<file path="src/rtl/core/ble_pkg.sv">
//------------------------------------------------------------------------------
// ble_pkg
// shared command and status codes for the bounded list engine
//------------------------------------------------------------------------------
package ble_pkg;

  typedef enum logic [2:0] {
    CMD_CLEAR    = 3'd0,
    CMD_INSERT   = 3'd1,
    CMD_DELETE   = 3'd2,
    CMD_SEARCH   = 3'd3,
    CMD_SORT     = 3'd4,
    CMD_EXTREMES = 3'd5,
    CMD_NOP6     = 3'd6,
    CMD_NOP7     = 3'd7
  } cmd_t;

  localparam logic [1:0] ST_OK    = 2'd0;
  localparam logic [1:0] ST_FULL  = 2'd1;
  localparam logic [1:0] ST_EMPTY = 2'd2;
  localparam logic [1:0] ST_RANGE = 2'd3;

  // per-cycle operation broadcast from the sequencer to every cell
  typedef enum logic [2:0] {
    OP_HOLD   = 3'd0,
    OP_INSERT = 3'd1,
    OP_DELETE = 3'd2,
    OP_SORT   = 3'd3,
    OP_ROT    = 3'd4
  } op_t;

  typedef struct packed {
    op_t        op;
    logic       asc;
    logic       even;
  } cell_ctl_t;

endpackage

</file>
<file path="src/rtl/core/ble_cell.sv">
//------------------------------------------------------------------------------
// ble_cell
// one list slot: holds a value and trades with its neighbors
//------------------------------------------------------------------------------
module ble_cell import ble_pkg::*; #(
  parameter int ELEM_WIDTH = 32
) (
  input  logic                         clk,
  input  cell_ctl_t                    ctl,
  input  logic                         sel_ins,     // this slot takes the new value
  input  logic                         shift_up,    // take lower neighbor value
  input  logic                         shift_dn,    // take upper neighbor value
  input  logic                         sort_lo,     // low slot of a compare pair
  input  logic                         sort_hi,     // high slot of a compare pair
  input  logic signed [ELEM_WIDTH-1:0] new_val,
  input  logic signed [ELEM_WIDTH-1:0] lower_val,
  input  logic signed [ELEM_WIDTH-1:0] upper_val,
  output logic signed [ELEM_WIDTH-1:0] val
);

  logic signed [ELEM_WIDTH-1:0] val_r, val_nxt;
  logic                         swap_lo, swap_hi;

  // swap when the pair is out of order
  assign swap_lo = ctl.asc ? (val_r > upper_val) : (val_r < upper_val);
  assign swap_hi = ctl.asc ? (lower_val > val_r) : (lower_val < val_r);

  always_comb begin
    val_nxt = val_r;
    case (ctl.op)
      OP_INSERT: begin
        if (sel_ins) val_nxt = new_val;
        else if (shift_up) val_nxt = lower_val;
      end
      OP_DELETE: begin
        if (shift_dn) val_nxt = upper_val;
      end
      OP_SORT: begin
        if (sort_lo && swap_lo) val_nxt = upper_val;
        else if (sort_hi && swap_hi) val_nxt = lower_val;
      end
      OP_ROT: val_nxt = upper_val;
      default: val_nxt = val_r;
    endcase
  end

  always_ff @(posedge clk) begin
    val_r <= val_nxt;
  end

  assign val = val_r;

endmodule
</file>
<file path="config.mk">
export PLATFORM = sky130hd
export DESIGN_NAME = ble_cell
export DESIGN_NICKNAME = d
export VERILOG_FILES = /design/src/rtl/core/ble_pkg.sv /design/src/rtl/core/ble_cell.sv
export SDC_FILE = /design/constraint.sdc
export NUM_CORES = 1
export LEC_CHECK = 0
export BUFFER_PORTS_ARGS = -buffer_cell sky130_fd_sc_hd__buf_2
export CORE_UTILIZATION = 46
export DETAILED_ROUTE_END_ITERATION = 12
export GPL_TIMING_DRIVEN = 1
export PLACE_DENSITY = 0.79
export SYNTH_ARGS = -nofsm -noshare
export SYNTH_HDL_FRONTEND = slang
export SYNTH_SLANG_ARGS = --single-unit
</file>
<file path="constraint.sdc">
create_clock -name clk -period 4.23 [get_ports clk]
set_input_delay 0.423 -clock clk [delete_from_list [all_inputs] [get_ports clk]]
set_output_delay 0.423 -clock clk [all_outputs]
set_load 0.05 [all_outputs]
</file>
**Word-level counts from Yosys, hierarchy flattened**

Index checks and enable logic that the tools add are counted.

- Flip-flop bits (word level): 32
- Latch bits: 0
- RAM bits: 0
- Memory bits (read-only): 0
- Output and inout port bits: 32
- Word-level logic and storage cells: 24
- Memories: 0

- $add $sub $neg: 0
- Multiply operators: 0
- Div/mod/pow operators: 0
- $lt $le $gt $ge: 4
- Equality and inequality tests: 7
- Shift operators: 0
- Multiplexer cells: 8
- Bitwise gates (word level): 0
- Reduce and logical (&&, ||, !) cells: 4

Operators by type and width:

| cell | count |
|---|---|
| 2-to-1 mux 32 bit | 5 |
| case mux 32 bit (4 select lines) | 1 |
| greater-than comparator 32 bit | 2 |
| < comparator 32 bit | 2 |
| == test 3 x 2 -> 1 bit (second input constant) | 2 |
| != test 3 bit (second input constant) | 2 |
| AND reduction 4 bit | 1 |
| nonzero test 4 bit | 1 |
| == test 3 x 1 -> 1 bit (second input constant) | 1 |
| == test 3 bit (second input constant) | 1 |
| logical AND 1 bit | 2 |
| 2-to-1 mux 1 bit | 2 |
| != test 2 bit (second input constant) | 1 |

**Longest topological paths before layout**

Gate-level depths: netlist (run 1).

- Depth after elaboration: 6
- Gate-level depth with buffers: 11
- Mapped depth without buffers: 10

**Worst setup path before layout (run 1)**

OpenSTA, ideal clock, no wires.

- Path type: register to register
- Start point: reg val_r[5], in the netlist val[5]
- End point: reg val_r[0], in the netlist val[0] (enable)
- Setup time: 0.432 ns
- Arrival: 3.885 ns
- Data required time: 3.798 ns
- Path slack: -0.087 ns
- Cell stages (with the launch flop): 10
- Path buffers: 1
- Period minus slack after synthesis: 4.317 ns
- Cells stage by stage: edfxtp_1 > ha_1 > a21oi_1 > o21ai_1 > a221o_1 > o31ai_1 > o211a_1 > nor4_4 > buf_2 > a21oi_1

- Word-level cells in the longest chain between the ends: 5

RTL lines:

| what | line | RTL |
|---|---|---|
| from (decl) | ble_cell.sv:21 | `logic signed [ELEM_WIDTH-1:0] val_r, val_nxt;` |
| from (signal assigned) | ble_cell.sv:48 | `val_r <= val_nxt;` |
| < comparator 32 bit (tied with other cells) | ble_cell.sv:25 | `assign swap_lo = ctl.asc ? (val_r > upper_val) : (val_r < upper_val);` |
| 2-to-1 mux 1 bit (on tied branches) | ble_cell.sv:25, ble_cell.sv:26 |  |
| logical AND 1 bit (on tied branches) | ble_cell.sv:39, ble_cell.sv:40 |  |
| != test 3 bit (no source line) (*) | n/a |  |
| AND reduction 4 bit (no source line) (*) | n/a |  |

Mark *: on every way between the ends. The rest lies on a longest branch, timed or not.
A chain may end at the register's enable or synchronous reset.

**Worst setup path after layout (run 1)**

- Start point: reg val_r[7], in the netlist val[7]
- End point: reg val_r[12], in the netlist val[12], data pin

- Word-level cells in the longest chain between the ends: 5

RTL lines:

| what | line | RTL |
|---|---|---|
| < comparator 32 bit or greater-than comparator 32 bit (tied branches) | ble_cell.sv:25 |  |
| 2-to-1 mux 1 bit (*) | ble_cell.sv:25 |  |
| logical AND 1 bit (*) | ble_cell.sv:39 | `if (sort_lo && swap_lo) val_nxt = upper_val;` |
| 2-to-1 mux 32 bit (*) | ble_cell.sv:39 |  |
| case mux 32 bit (4 select lines) (*) | ble_cell.sv:30 | `case (ctl.op)` |
| via val_nxt[12] | ble_cell.sv:21 |  |

The timed path passes the listed nets; every way through them passes the cells marked *.

==> impl_results.rst, run 1 <==
.. list-table::
   :header-rows: 1

   * - Metric
     - Value
   * - Post-cts resize count
     - 0
   * - Reg2Reg Capture Point
     - val[12]
   * - Hold Startpoint
     - upper_val[7]
   * - Antenna viol nets, final
     - 0
   * - Portion of total power attributed to combinational logic
     - 0.457
   * - Max Fanout on Critical Path
     - 21
   * - Highest ir drop seen on vdd
     - about 0.12 mV
   * - Starting density of the core
     - 0.484
   * - Register share of total power
     - 0.350
   * - Number of global-route vias before repair
     - roughly 3.3k
   * - RSZ-0062 raised after global routing
     - false
   * - CP endpoint kind
     - flip-flop
   * - Number of diodes added for antenna fixing
     - 0
   * - Worst slew margin relative to its limit
     - 0.326
   * - Result of the run
     - completed
   * - Clk buf depth
     - 2
   * - Antenna violations before repair
     - 0
   * - Cell total after placement
     - 613
   * - Final Util
     - 0.601
   * - Critical Path Start Type
     - flip-flop
   * - Post-synth EDFFs
     - 32
   * - Post-synthesis area per instance
     - around 9.3 um2
   * - Pwr per Cell Area
     - roughly 270 nW/um2
   * - Weighted congestion reported at the end of routability-driven placement
     - 0.864
   * - Number of nets produced by synthesis
     - roughly 560
   * - CP Data Arrival Time
     - ~3400 ps
   * - Sw Ratio
     - 0.408
   * - Detailed-routing iteration count for the pre-antenna-repair pass
     - 4
   * - Synthesized area
     - approximately 3600 um2
   * - Distinct cell type count of the synthesized netlist
     - 41
   * - Number of cells traversed by the worst hold path
     - 2
   * - Share of the yosys chip area belonging to registers
     - 0.268
   * - H-tree depth reported by CTS
     - 2
   * - Fraction of final layout cells sized beyond drive strength 1
     - 0.305
   * - TritonCTS clock tree
     - yes
   * - Count of placed standard cells in the final layout, fillers left out
     - between 600 and 700
   * - Max FFs per register
     - 32
   * - Count of port buffers added during placement
     - between 100 and 150
   * - Number of top-level pins
     - about 140
   * - Pin count of the biggest net entering global routing
     - 34
   * - Cell-internal power
     - approximately 0.72 mW
   * - Start of the worst register-to-register path
     - val[7]
   * - Placeable core region
     - ~7400 um2
   * - Post-synthesis async set-or-reset flop share
     - 0
   * - Average detailed-routed wire length per instance
     - 15.6 um
   * - Most used cells in the layout excluding fill and tap cells
     - buf_2 (137), inv_1 (67), ha_1 (64)
   * - Most common flop cell mapped by yosys
     - edfxtp_1
   * - Psw
     - 0.495 mW
   * - Buffer cell driving the clock tree root
     - clkbuf_8
   * - Global route total overflow
     - 0
   * - Required arrival time at the worst endpoint
     - 4380 ps
   * - FP Rows
     - 31
   * - Number of fill cells
     - 642
   * - Register-to-Register Path Depth
     - 10
   * - Maximum operating frequency
     - a little over 0.3 GHz
   * - Height of the chip
     - about 90 um
   * - Total setup buffers inserted after CTS
     - 0
   * - Synth warn
     - 0
   * - Share of total power in the clock network
     - 0.194
   * - Final-stage net count
     - 692
   * - Clock latency on the worst-skew pair
     - approximately 290 ps
   * - Total CTS buffers
     - 5
   * - CTS Sinks
     - 32
   * - Register-to-Register Setup Slack
     - just under 1000 ps
   * - Class of the most critical hold timing path
     - in2reg
   * - All-layer global routing usage
     - 0.240
   * - WS Path Type
     - reg2reg
   * - Residual DRC
     - 0
   * - Global-route wire length before repair
     - 15900 um
   * - Clock skew after layout
     - between 9 and 10 ps
   * - Final-report hold violation count
     - 0
   * - Count of maximum capacitance violations
     - 0
   * - Number of register bits inferred by synthesis
     - 32
   * - Slew Viols, Final
     - 0
   * - Commonest non-fill, non-tap cell in the layout
     - buf_2
   * - Routed vias/inst
     - 5.51
   * - Area added between synthesis and finish
     - 24.2%
   * - Die ar.
     - about 8000 um2
   * - Final wirelength
     - 9680 um
   * - Final worst path period share
     - 0.768
   * - Clock slew at the register clock pins of the worst setup and hold paths
     - ~80 ps
   * - Sum of net half-perimeters after detailed placement
     - around 7700 um
   * - Final number of setup-violating endpoints
     - 0
   * - Hold bufs inserted after CTS
     - 0
   * - Synthesized instance count
     - ~380
   * - Violation count after the first detailed-route iteration
     - between 100 and 150
   * - Worst-case setup margin in the final layout
     - 981 ps
   * - Tot Pwr
     - roughly 1.2 mW
   * - Leakage component of the power
     - around 2.4 nW
   * - Setup TNS after final layout
     - 0 ps
   * - Total via count after detailed routing
     - about 3.4k
   * - Min-Delay Endpoint
     - val[7]
   * - Final min period
     - approximately 3200 ps
   * - Die extent in x
     - 90.2 um
   * - Transition time at the pin with the least slew margin
     - 1010 ps
   * - Minimum setup slack after placement
     - between 800 and 900 ps
==> layer usage <==
metal | up-vias | wire [um] | GRT usage
li1 | 1704 | - | -
met1 | 1580 | 4240 | 0.305
met2 | 121 | 4800 | 0.420
met3 | 14 | 490 | 0.0355
met4 | 0 | 152 | 0.0659
met5 | - | 0 | 0
==> worst max path at each step <==
stage,startpoint,endpoint,slack [ps],cells past startpoint
2_1_floorplan,val[5],val[0],560,9
3_3_place_gp,upper_val[5],val[20],970,12
3_5_place_dp,upper_val[5],val[10],900,12
4_1_cts,val[7],val[14],1010,10
5_1_grt,val[5],val[14],800,10
6_report,val[7],val[12],980,10
==> cell families after synthesis <==
kind of cell               after synthesis  synth area share
muxes                                   32            0.0894
adders and majority gates               64             0.224
DFF                                     32             0.268
AOI/OAI and AO/OA                       92             0.199
buffers and inverters                   80            0.0912
xor gates and xnor gates                 2           0.00489
and+or+nand+nor                         82             0.124
==> synthesized netlist by cell type, drive strengths merged (3+ instances only) <==
cell type,number,area share
ha,64,0.22
buf,7,0.015
o21ai,9,0.014
nand2,14,0.015
inv,67,0.070
mux2i,32,0.089
a21o,12,0.025
edfxtp,32,0.27
a221oi,3,0.0073
nand3,5,0.0070
a221o,33,0.092
nor2,37,0.039
nand4,10,0.021
clkbuf,6,0.0063
and4,5,0.012
a21oi,24,0.034
nor4,3,0.011
==> power groups by stage <==
stage | combinational [mW] | clock [mW] | sequential (mW)
final | 0.554 | 0.235 | 0.424
after global routing | 0.612 | 0.253 | 0.429
after CTS | 0.553 | 0.242 | 0.425
after detailed placement | 0.550 | 0 | 0.431
after global placement | 0.534 | 0 | 0.430
after floorplan | 0.274 | 0 | 0.535
==> area by class of cell <==
class | count | area, um2 | share of cell area
multi-input combinational | 272 | 2310 | 0.518
clock buffer | 5 | 68.8 | 0.0155
inverter | 67 | 251 | 0.0565
sequential | 32 | 961 | 0.216
clock inverter | 2 | 7.51 | 0.00169
tap | 99 | 124 | 0.0278
timing repair buffer | 143 | 731 | 0.164
==> stage by stage <==
stage | cell area [um2] | hold slack [ps]
finish | 4450 | 449
global route | 4450 | 443
CTS | 4450 | 438
detailed placement | 4370 | 746
global placement | 4370 | 737
floorplan | 3590 | 637
==> worst max-delay path, stage by stage, from the launching register on <==
cell	delay (ps)
edfxtp_1	430
ha_1	310
a21oi_1	160
o21ai_1	100
a221o_1	370
o31ai_1	340
o211a_1	290
nor3_2	60
o21ai_2	450
buf_4	390
a221o_1	210
No activity file was read; power rests on OpenSTA's default activity.
==> inputs of run 2 (changes only) <==
--- a/config.mk
+++ b/config.mk
@@ -6,7 +6,7 @@
 export NUM_CORES = 1
 export LEC_CHECK = 0
 export BUFFER_PORTS_ARGS = -buffer_cell sky130_fd_sc_hd__buf_2
-export CORE_UTILIZATION = 46
+export CORE_UTILIZATION = 48
 export DETAILED_ROUTE_END_ITERATION = 12
 export GPL_TIMING_DRIVEN = 1
 export PLACE_DENSITY = 0.79
==> constraint.sdc (replaced) <==
create_clock -name clk -period 3 [get_ports clk]
set_input_delay 0.3 -clock clk [delete_from_list [all_inputs] [get_ports clk]]
set_output_delay 0.3 -clock clk [all_outputs]
set_load 0.05 [all_outputs]
==> run 2 against run 1 <==
Utilization is 3.7 points higher; largest cell class unchanged; total power is 41% higher; wire length is 3.6% lower; global-route usage is 0.17 points higher; critical path depth stayed put; clock skew is 4.8 ps lower; setup slack worse by 870 ps; sequential share of layout area is 0.71 points lower.
==> impl_results.rst, run 2 (same netlist as run 1, synthesis figures left out) <==
.. list-table::
   :header-rows: 1

   * - Metric
     - Value
   * - Worst-case setup margin in the final layout
     - 113 ps (-868 ps)
   * - H-tree depth reported by CTS
     - 2 (unchanged)
   * - CTS Sinks
     - 32 (unchanged)
   * - Cell chain of the critical path
     - ha_1 -> nand4_1 -> and4bb_2 -> a31oi_1 -> and3b_1 -> o211a_1 -> nor3_2 -> o21ai_2 -> buf_6 -> a221o_1
   * - Worst hold slack
     - 336 ps (-113 ps)
   * - Slew Viols, Final
     - 0 (unchanged)
   * - Placeable core region
     - 7210 um2 (-2.6%)
   * - Max FFs per register
     - 32 (unchanged)
   * - Buffer cell driving the clock tree root
     - clkbuf_8
   * - Max Fanout on Critical Path
     - 15 (-29%)
   * - Worst slew margin relative to its limit
     - 0.644 (+0.318)
   * - Final-stage net count
     - 695 (+0.43%)
   * - Total via count after detailed routing
     - 3402 (-0.50%)
   * - Pin count of the biggest net entering global routing
     - 33 (-2.9%)
   * - Total cell area at the placement stage
     - 4490 um2 (+2.6%)
   * - Class of the most critical hold timing path
     - in2reg
   * - Hold bufs inserted after CTS
     - 0 (unchanged)
   * - Transition time at the pin with the least slew margin
     - 533 ps (-477 ps)
   * - Violation count after the first detailed-route iteration
     - 147 (+11%)
   * - Starting density of the core
     - 0.497 (+0.0130)
   * - Average detailed-routed wire length per instance
     - 15.0 um (-3.8%)
   * - Count of placed standard cells in the final layout, fillers left out
     - 621 (+0.16%)
   * - Critical Path Start Type
     - flip-flop
   * - Area added between synthesis and finish
     - 28.4%
   * - Final worst path period share
     - 0.962 (+0.194)
   * - Maximum operating frequency
     - 0.346 GHz (+13%)
   * - CP endpoint kind
     - flip-flop
   * - Die extent in x
     - 88.4 um (-2.1%)
   * - Number of diodes added for antenna fixing
     - 0 (unchanged)
   * - Required arrival time at the worst endpoint
     - 3020 ps (-1360 ps)
   * - Crit path max-delay family
     - simple AND/OR/NAND/NOR gates
   * - Final min period
     - 2890 ps (-362 ps)
   * - Final number of setup-violating endpoints
     - 0 (unchanged)
   * - Antenna violations before repair
     - 0 (unchanged)
   * - Total CTS buffers
     - 5 (unchanged)
   * - Die ar.
     - 7810 um2 (-4.1%)
   * - Residual DRC
     - 0 (unchanged)
   * - TritonCTS clock tree
     - yes
   * - Library cell contributing the largest single delay on the critical path
     - edfxtp_1
   * - Number of global-route vias before repair
     - 3195 (-4.2%)
   * - Commonest non-fill, non-tap cell in the layout
     - buf_2
   * - CP Data Arrival Time
     - 2910 ps (-490 ps)
   * - Sum of net half-perimeters after detailed placement
     - 7610 um (-1.3%)
   * - Delay of the slowest cell on the worst path
     - 420 ps (-30 ps)
   * - Global route total overflow
     - 0 (unchanged)
   * - Count of maximum capacitance violations
     - 0 (unchanged)
   * - Number of top-level pins
     - 139 (unchanged)
   * - Antenna viol nets, final
     - 0 (unchanged)
   * - Height of the chip
     - 88.4 um (-2.1%)
   * - Global-route wire length before repair
     - 14400 um (-9.1%)
   * - Pwr per Cell Area
     - 372 nW/um2 (+37%)
   * - Count of buffer and inverter cells on the critical path
     - 1 (unchanged)
   * - FP Rows
     - 31 (unchanged)
   * - Clock slew at the register clock pins of the worst setup and hold paths
     - 70 ps (about the same)
   * - Leakage component of the power
     - 2.46 nW (+0.63%)
   * - Final Util
     - 0.638 (+0.0371)
   * - Count of port buffers added during placement
     - 137 (unchanged)
   * - Final cell area excluding filler cells
     - 4600 um2 (+3.4%)
   * - WS Path Type
     - reg2reg
   * - Fraction of final layout cells sized beyond drive strength 1
     - 0.328 (+0.0224)
   * - Final wirelength
     - 9330 um (-3.6%)
   * - Most used cells in the layout excluding fill and tap cells
     - buf_2 (137), inv_1 (67), ha_1 (58)
   * - Routed vias/inst
     - 5.48 (-0.66%)
   * - Clock skew after layout
     - 4.95 ps (-4.80 ps)
   * - Minimum setup slack after placement
     - 16.3 ps (-884 ps)
   * - Clock latency on the worst-skew pair
     - 280 ps (about the same)
   * - Result of the run
     - completed
   * - Highest ir drop seen on vdd
     - 0.170 mV (+36%)
   * - All-layer global routing usage
     - 0.241 (+0.00168)
   * - Cell total after placement
     - 616 (+0.49%)
   * - Detailed-routing iteration count for the pre-antenna-repair pass
     - 4 (unchanged)
   * - Weighted congestion reported at the end of routability-driven placement
     - 0.821 (-5.0%)
   * - Clk buf depth
     - 2 (unchanged)
   * - Final-report hold violation count
     - 0 (unchanged)
## run 2: worst register-to-register path, delay by kind of cell (launching register included)
kind,cells,cell delay (ps)
compound gates,4,840
fa+ha+maj,1,330
buf+inv,1,170
flops,1,420
simple gates,4,880
## run 2: power breakdown
part	total [mW]	switching, mW	leakage, nW	internal (mW)
Sequential	0.600	0.0403	0.308	0.560
Clock	0.303	0.154	0.0359	0.150
Combinational	0.810	0.487	2.12	0.323
Total	1.71	0.681	2.46	1.03
## run 2: path summary, 6_finish.rpt
check	depth (start not counted)	startpoint	slack, ps	end
max	10	val[26]	110	val[30]
min	2	upper_val[5]	340	val[5]
max reg2reg	10	val[26]	110	val[30]
min reg2reg	5	val[0]	1180	val[2]
## run 2: layout make-up
class | instances | area [um2]
Sequential cell | 32 | 961
Inverter | 67 | 251
Clock buffer | 5 | 68.8
Tap cell | 99 | 124
Multi-Input combinational cell | 272 | 2400
Fill cell | 626 | 2610
Timing Repair Buffer | 146 | 795
## run 2: metal layers
layer | up-vias | track usage | part of all wire | wire length (um)
met2 | 129 | 0.437 | 0.50 | 4650
met1 | 1557 | 0.293 | 0.42 | 3940
li1 | 1708 | - | - | -
met3 | 8 | 0.0373 | 0.066 | 615
met5 | - | 0 | 0 | 0
met4 | 0 | 0.0762 | 0.013 | 122
## run 2: timing repair
| item | 4_1_cts | 5_1_grt |
|---|---|---|
| gates resized for setup | 1 | 5 |
| buffers inserted | 0 | 0 |
| setup endpoints to repair | 1 | 55 |
| pin swaps | 0 | 6 |
## run 2: through the flow
step,total power [mW],setup TNS (ps)
2_1_floorplan,1.15,-7090
3_3_place_gp,1.38,0
3_5_place_dp,1.41,0
4_1_cts,1.72,0
5_1_grt,1.83,-0.336
6_report,1.71,0
